### src/rtl/core/bda_pkg.sv
// ----------------------------------------------------------------------------
// bda_pkg
// Shared types and constants for the batched direction arbiter.
// ----------------------------------------------------------------------------
package bda_pkg;

    typedef logic [1:0] t_dir;
    typedef logic [7:0] t_count;

    localparam logic KIND_ARRIVE = 1'b0;
    localparam logic KIND_EXIT   = 1'b1;

    localparam t_count BATCH_LIMIT_RST = 8'd10;

    typedef struct packed {
        logic kind;
        t_dir origin;
    } t_event;

    typedef struct packed {
        logic   admitted;
        logic   light_changed;
        t_dir   green_direction;
        t_count released_count;
        logic   stop_active;
    } t_result;

endpackage

### src/rtl/core/batched_direction_arbiter_unit.sv
// ----------------------------------------------------------------------------
// batched_direction_arbiter_unit
// Four-way batched access arbiter with saturating car counts.
// ----------------------------------------------------------------------------
// One event transaction in, one result transaction out. An event is registered,
// then the state update and the rotate search over the four waiting counts run
// combinationally into the result register; a new event is taken every cycle
// and throughput is limited only by output backpressure.
// batch_limit is written through the cfg channel, which is always ready; write
// it only while no event is in flight. Counts saturate at min(MAX_CARS, 255).
module batched_direction_arbiter_unit #(
    parameter int MAX_CARS = 255
) (
    input  logic       i_clk,
    input  logic       i_rst_n,
    input  logic       i_valid,
    output logic       o_ready,
    input  logic       i_kind,
    input  logic [1:0] i_origin,
    output logic       o_valid,
    input  logic       i_ready,
    output logic       o_admitted,
    output logic       o_light_changed,
    output logic [1:0] o_green_direction,
    output logic [7:0] o_released_count,
    output logic       o_stop_active,
    input  logic       i_cfg_valid,
    output logic       o_cfg_ready,
    input  logic [7:0] i_cfg_batch_limit
);

    bda_pkg::t_event  in_event;
    bda_pkg::t_event  core_event;
    bda_pkg::t_result core_result;
    bda_pkg::t_result out_result;
    logic             core_valid;
    logic             out_space;
    logic             fire;

    assign in_event.kind   = i_kind;
    assign in_event.origin = i_origin;
    assign fire            = core_valid && out_space;
    assign o_cfg_ready     = 1'b1;

    bda_in_reg u_in (
        .i_clk   (i_clk),
        .i_rst_n (i_rst_n),
        .i_valid (i_valid),
        .o_ready (o_ready),
        .i_event (in_event),
        .i_take  (fire),
        .o_valid (core_valid),
        .o_event (core_event)
    );

    bda_state #(
        .MAX_CARS (MAX_CARS)
    ) u_state (
        .i_clk      (i_clk),
        .i_rst_n    (i_rst_n),
        .i_cfg_we   (i_cfg_valid && o_cfg_ready),
        .i_cfg_data (i_cfg_batch_limit),
        .i_fire     (fire),
        .i_event    (core_event),
        .o_result   (core_result)
    );

    bda_out_reg u_out (
        .i_clk    (i_clk),
        .i_rst_n  (i_rst_n),
        .i_load   (fire),
        .i_result (core_result),
        .i_ready  (i_ready),
        .o_space  (out_space),
        .o_valid  (o_valid),
        .o_result (out_result)
    );

    assign o_admitted        = out_result.admitted;
    assign o_light_changed   = out_result.light_changed;
    assign o_green_direction = out_result.green_direction;
    assign o_released_count  = out_result.released_count;
    assign o_stop_active     = out_result.stop_active;

endmodule

### src/rtl/core/bda_in_reg.sv
// ----------------------------------------------------------------------------
// bda_in_reg
// Input register: holds one event transaction until the core consumes it.
// ----------------------------------------------------------------------------
module bda_in_reg (
    input  logic            i_clk,
    input  logic            i_rst_n,
    input  logic            i_valid,
    output logic            o_ready,
    input  bda_pkg::t_event i_event,
    input  logic            i_take,
    output logic            o_valid,
    output bda_pkg::t_event o_event
);

    logic            r_valid;
    bda_pkg::t_event r_event;

    assign o_ready = !r_valid || i_take;
    assign o_valid = r_valid;
    assign o_event = r_event;

    always_ff @(posedge i_clk) begin
        if (!i_rst_n) begin
            r_valid <= 1'b0;
        end else if (o_ready) begin
            r_valid <= i_valid;
        end
    end

    always_ff @(posedge i_clk) begin
        if (o_ready && i_valid) begin
            r_event <= i_event;
        end
    end

endmodule

### src/rtl/core/bda_state.sv
// ----------------------------------------------------------------------------
// bda_state
// Arbiter state, batch limit register and combinational event update.
// ----------------------------------------------------------------------------
module bda_state #(
    parameter int MAX_CARS = 255
) (
    input  logic             i_clk,
    input  logic             i_rst_n,
    input  logic             i_cfg_we,
    input  bda_pkg::t_count  i_cfg_data,
    input  logic             i_fire,
    input  bda_pkg::t_event  i_event,
    output bda_pkg::t_result o_result
);

    localparam bda_pkg::t_count CAP = (MAX_CARS < 255) ? 8'(MAX_CARS) : 8'd255;

    function automatic bda_pkg::t_count sat_add(input bda_pkg::t_count a,
                                                input bda_pkg::t_count b);
        logic [8:0] sum;
        sum = {1'b0, a} + {1'b0, b};
        return (sum > {1'b0, CAP}) ? CAP : sum[7:0];
    endfunction

    bda_pkg::t_count r_limit;
    bda_pkg::t_dir   r_green;
    logic            r_stop;
    bda_pkg::t_count r_entered;
    bda_pkg::t_count r_exited;
    bda_pkg::t_count r_wait [4];

    bda_pkg::t_dir   n_green;
    logic            n_stop;
    bda_pkg::t_count n_entered;
    bda_pkg::t_count n_exited;
    bda_pkg::t_count n_wait [4];

    logic [3:0]      nz;
    bda_pkg::t_dir   g1, g2, g3, sg;
    bda_pkg::t_count ex_inc;

    always_comb begin
        for (int d = 0; d < 4; d++) begin
            nz[d] = (r_wait[d] != 8'd0);
        end
        g1 = r_green + 2'd1;
        g2 = r_green + 2'd2;
        g3 = r_green + 2'd3;
        if (nz[g1]) begin
            sg = g1;
        end else if (nz[g2]) begin
            sg = g2;
        end else if (nz[g3]) begin
            sg = g3;
        end else begin
            sg = r_green;
        end
        ex_inc = sat_add(r_exited, 8'd1);
    end

    always_comb begin
        n_green   = r_green;
        n_stop    = r_stop;
        n_entered = r_entered;
        n_exited  = r_exited;
        for (int d = 0; d < 4; d++) begin
            n_wait[d] = r_wait[d];
        end
        o_result = '0;

        if (i_event.kind == bda_pkg::KIND_ARRIVE) begin
            if (i_event.origin == r_green && !r_stop) begin
                o_result.admitted = 1'b1;
                if (r_entered >= r_limit) begin
                    n_stop = 1'b1;
                end
                n_entered = sat_add(r_entered, 8'd1);
            end else if (!r_stop && r_entered == r_exited) begin
                o_result.admitted       = 1'b1;
                o_result.light_changed  = 1'b1;
                n_green                 = i_event.origin;
                o_result.released_count = r_wait[i_event.origin];
                n_wait[i_event.origin]  = 8'd0;
                n_entered               = sat_add(8'd1, r_wait[i_event.origin]);
                n_exited                = 8'd0;
            end else begin
                n_wait[i_event.origin] = sat_add(r_wait[i_event.origin], 8'd1);
            end
        end else begin
            n_exited = ex_inc;
            if (ex_inc == r_entered) begin
                n_stop                  = 1'b0;
                o_result.light_changed  = 1'b1;
                n_green                 = sg;
                o_result.released_count = r_wait[sg];
                n_wait[sg]              = 8'd0;
                n_entered               = r_wait[sg];
                n_exited                = 8'd0;
            end
        end

        o_result.green_direction = n_green;
        o_result.stop_active     = n_stop;
    end

    always_ff @(posedge i_clk) begin
        if (!i_rst_n) begin
            r_limit   <= bda_pkg::BATCH_LIMIT_RST;
            r_green   <= 2'd0;
            r_stop    <= 1'b0;
            r_entered <= 8'd0;
            r_exited  <= 8'd0;
            for (int d = 0; d < 4; d++) begin
                r_wait[d] <= 8'd0;
            end
        end else begin
            if (i_cfg_we) begin
                r_limit <= i_cfg_data;
            end
            if (i_fire) begin
                r_green   <= n_green;
                r_stop    <= n_stop;
                r_entered <= n_entered;
                r_exited  <= n_exited;
                for (int d = 0; d < 4; d++) begin
                    r_wait[d] <= n_wait[d];
                end
            end
        end
    end

endmodule

### src/rtl/core/bda_out_reg.sv
// ----------------------------------------------------------------------------
// bda_out_reg
// Result register: holds one result transaction until the consumer takes it.
// ----------------------------------------------------------------------------
module bda_out_reg (
    input  logic             i_clk,
    input  logic             i_rst_n,
    input  logic             i_load,
    input  bda_pkg::t_result i_result,
    input  logic             i_ready,
    output logic             o_space,
    output logic             o_valid,
    output bda_pkg::t_result o_result
);

    logic             r_valid;
    bda_pkg::t_result r_result;

    assign o_space  = !r_valid || i_ready;
    assign o_valid  = r_valid;
    assign o_result = r_result;

    always_ff @(posedge i_clk) begin
        if (!i_rst_n) begin
            r_valid <= 1'b0;
        end else if (o_space) begin
            r_valid <= i_load;
        end
    end

    always_ff @(posedge i_clk) begin
        if (i_load) begin
            r_result <= i_result;
        end
    end

endmodule

### config.mk
export PLATFORM = sky130hd
export DESIGN_NAME = batched_direction_arbiter_unit
export DESIGN_NICKNAME = d
export VERILOG_FILES = /design/src/rtl/core/bda_pkg.sv /design/src/rtl/core/batched_direction_arbiter_unit.sv /design/src/rtl/core/bda_in_reg.sv /design/src/rtl/core/bda_state.sv /design/src/rtl/core/bda_out_reg.sv
export SDC_FILE = /design/constraint.sdc
export NUM_CORES = 1
export LEC_CHECK = 0
export CAP_MARGIN = 30
export CORE_MARGIN = 5
export CORE_UTILIZATION = 51
export DETAILED_ROUTE_END_ITERATION = 12
export DONT_BUFFER_PORTS = 1
export GPL_TIMING_DRIVEN = 0
export MAX_ROUTING_LAYER = met4
export PLACE_DENSITY = 0.69
export RECOVER_POWER = 50
export SYNTH_ARGS = -nofsm -noshare
export SYNTH_HDL_FRONTEND = slang
export SYNTH_HIERARCHICAL = 1
export SYNTH_SLANG_ARGS = --single-unit
export TNS_END_PERCENT = 50
### constraint.sdc
create_clock -name i_clk -period 5 [get_ports i_clk]
set_input_delay 0.75 -clock i_clk [delete_from_list [all_inputs] [get_ports i_clk]]
set_output_delay 0.75 -clock i_clk [all_outputs]
set_load 0.03 [all_outputs]
==> flow_summary_export.csv <==
group,metric,value,unit
grt,grt_pass1_vias,4655,
synth,synth_cell_types,72,
placed_design,place_hpwl,11400,um
sta,max_freq,245,MHz
synth,synthTopCellsByArea,"edfxtp_1, dfxtp_1, nor2_1",
sta,hold_viol_final,0,
clocking,cts_tree,"done",
grt,grt_max_degree,33,
worst_setup_path,crit_fanout,9,
min_path,hold_path.startpoint,"i_kind",
synth,synth_ff_type,"edfxtp_1",
worst_setup_path,r2r_end,"u_state/r_wait[0][6]",
worst_setup_path,path_class,"reg -> reg",
worst_setup_path,regToRegSetupSlack,910,ps
worst_setup_path,worstPathRequired,5100,ps
grt,antenna_found_initial,0,
die,start_util,0.518,
worst_setup_path,start_kind,"flop",
worst_setup_path,crit_path_end_kind,"flop",
synth,synth_most_common_cell,"nor2_1",
detailed_routing,dr.first_iter.drc_count,461,
worst_setup_path,reg2reg_depth,8,
detailed_routing,routed_wl,15200,um
detailed_routing,drt_pass1_iterations,5,
synth,yosysWarnings,6,
min_path,worstHoldPathType,"in -> reg",
synth,synth_area,5280,um^2
sta,period_needed,4090,ps
finish,area_growth,6.19,%
sta,maxSlewViolCount,0,
synth,synth-edff-count,48,
clocking,hold_buffers,0,
worst_setup_path,regToRegStartpoint,"u_state/r_wait[2][5]",
min_path,holdPathStages,0,
finish,stdcell_area,5600,um^2
grt,grt_pass1_wl,24200,um
synth,synth_nets,606,
synth,seq_area_frac_synth,0.383,
placed_design,post-place-ws,1590,ps
grt,overflow,0,
clocking,cts.sinks,77,
placed_design,portBuffers,0,
detailed_routing,vias_per_cell,6.62,
sta,worst_slew_pin_slew,1410,ps
clocking,clock_latency,350,ps
sta,finalCritPeriodShare,0.818,
detailed_routing,vias,4836,
sta,max_slew_margin,0.0501,
outcome,status,"finished clean",
power_and_ir_drop,leakagePower,2.04,nW
finish,fin_cells,730,
die,die_h,112,um
power_and_ir_drop,p_total,0.00160,W
finish,antenna_cells,0,
clocking,cts.repair.resized,0,
die,dieArea,12500,um^2
synth,syn_area_per_cell,9.16,um^2
detailed_routing,drc_errors,0,
synth,synth-seq-cells,77,
synth,synth_commonest_cells,"nor2_1, nand2_1, edfxtp_1, dfxtp_1",
clocking,clockBufferDepth,2,
power_and_ir_drop,cellPowerDensity,286,nW/um^2
clocking,cts_max_level,3,
finish,drive_gt1_frac,0.0774,
sta,setup_slack,911,ps
placed_design,dp.cells,714,
synth,ys_async_sr_fraction,0,
synth,synth_top_cell_area_share,0.273,
grt,track_usage,0.250,
power_and_ir_drop,vdd_ir_drop_max,0.000167,V
min_path,hold_path_end,"u_in/o_event[2]",
clocking,cts-buffers-inserted,9,
clocking,cts.root.buffer_cell,"clkbuf_8",
worst_setup_path,cp.arrival,4180,ps
sta,rsz0062_at_grt,"false",
sta,fin_skew,6.29,ps
synth,yosys.area.top_type,"edfxtp_1",
flow_run,maxCapViolations,0,
die,std_cell_rows,37,
sta,setup_viol,0,
clocking,post_cts_buffers,0,
finish,finalNetCount,619,
die,core,10200,um^2
synth,synthCells,576,
placed_design,placed_area,5480,um^2
detailed_routing,avgRoutedWirePerCell,20.8,um
clocking,path_clk_slew,80,ps
sta,holdWs,489,ps
die,ios,32,
placed_design,gp_congestion,0.978,
detailed_routing,ant_nets,0,
die,dieWidth,112,um
-- through the flow --
step / TNS (ps) / util
3_3_place_gp: -29230 / 0.535
6_report: 0 / 0.550
5_1_grt: 0 / 0.550
2_1_floorplan: 0 / -
3_5_place_dp: 0 / 0.538
4_1_cts: 0 / 0.554
-- where the power goes --
group          leakage (nW)  internal, W  total, W  switching (W)
clock                0.0807     0.000179  0.000406       0.000227
combinational          1.23     0.000143  0.000401       0.000258
sequential            0.728     0.000729  0.000798      0.0000683
total                  2.04      0.00105   0.00160       0.000553
-- flip-flops by register name, indices dropped and copies added, names as in the netlist --
| register | cells |
|---|---|
| u_state/r_green | 2 |
| u_state/r_wait | 32 |
| u_in/o_event | 3 |
| u_in/o_valid | 1 |
| u_state/r_stop | 1 |
| u_out/o_result | 13 |
| u_state/r_entered | 8 |
| u_state/r_limit | 8 |
| u_out/o_valid | 1 |
| u_state/r_exited | 8 |
-- how the worst max path moves through the flow --
| stage | startpoint | endpoint | slack (ps) | cells past startpoint |
|---|---|---|---|---|
| after global routing | u_state/r_wait[2][5] | u_state/r_wait[0][6] | 780 | 8 |
| after CTS | u_state/r_wait[0][4] | u_out/o_result[7] | 1800 | 7 |
| after detailed placement | i_ready | u_state/r_wait[3][0] | 1590 | 8 |
| after floorplan | u_state/r_exited[1] | u_state/r_wait[0][0] | 340 | 9 |
| after global placement | u_state/r_exited[1] | u_state/r_wait[3][0] | -910 | 9 |
| final | u_state/r_wait[2][5] | u_state/r_wait[0][6] | 910 | 8 |
-- layout by cell type, fill, tap and decap left out, drive strengths merged, types with 21 or more instances in the layout --
master  instances
nand3          21
a22oi          24
nand2          50
dfxtp          29
edfxtp         48
nor2           58
a21oi          24
clkbuf         39
o21ai          23
inv            22
-- worst max-delay path, stage by stage (launching register included) --
cell,delay (ps)
edfxtp_1,470
or4_1,600
clkbuf_1,220
nor4_1,520
nand4_1,170
a21boi_0,1090
nor2_1,400
a32oi_1,310
nor2_1,60
-- cells by family (layout without fill, tap and decap cells) --
family | Yosys count | in the layout | share of synthesized area
flip-flops | 77 | 77 | 0.383
XOR/XNOR | 24 | 24 | 0.0425
other | 1 | 1 | 0.000711
adder cells (fa/ha/maj) | 14 | 14 | 0.0332
multiplexers | 18 | 18 | 0.0534
AND/OR/NAND/NOR | 213 | 213 | 0.204
buffers and inverters | 60 | 78 | 0.0486
AO/OA/AOI/OAI | 169 | 169 | 0.234
-- per-layer routing --
layer	wire [um]	track usage	part of all wire	up-vias
li1	-	-	-	2215
met1	6230	0.313	0.41	2304
met2	7100	0.383	0.47	266
met3	1180	0.0418	0.078	51
met4	661	0.140	0.044	0
met5	0	-	0	-
-- final cells by class --
type / instances / area, um^2
multi-input cells: 439 / 2970
well taps: 136 / 170
inverters: 21 / 78.8
clock buffers: 12 / 135
plain buffers: 39 / 175
flip-flops and latches: 77 / 2020
clock inverters: 4 / 23.8
repair buffers: 2 / 25.0
fillers: 925 / 4580
Note: power is estimated with default switching activity, not from simulation.
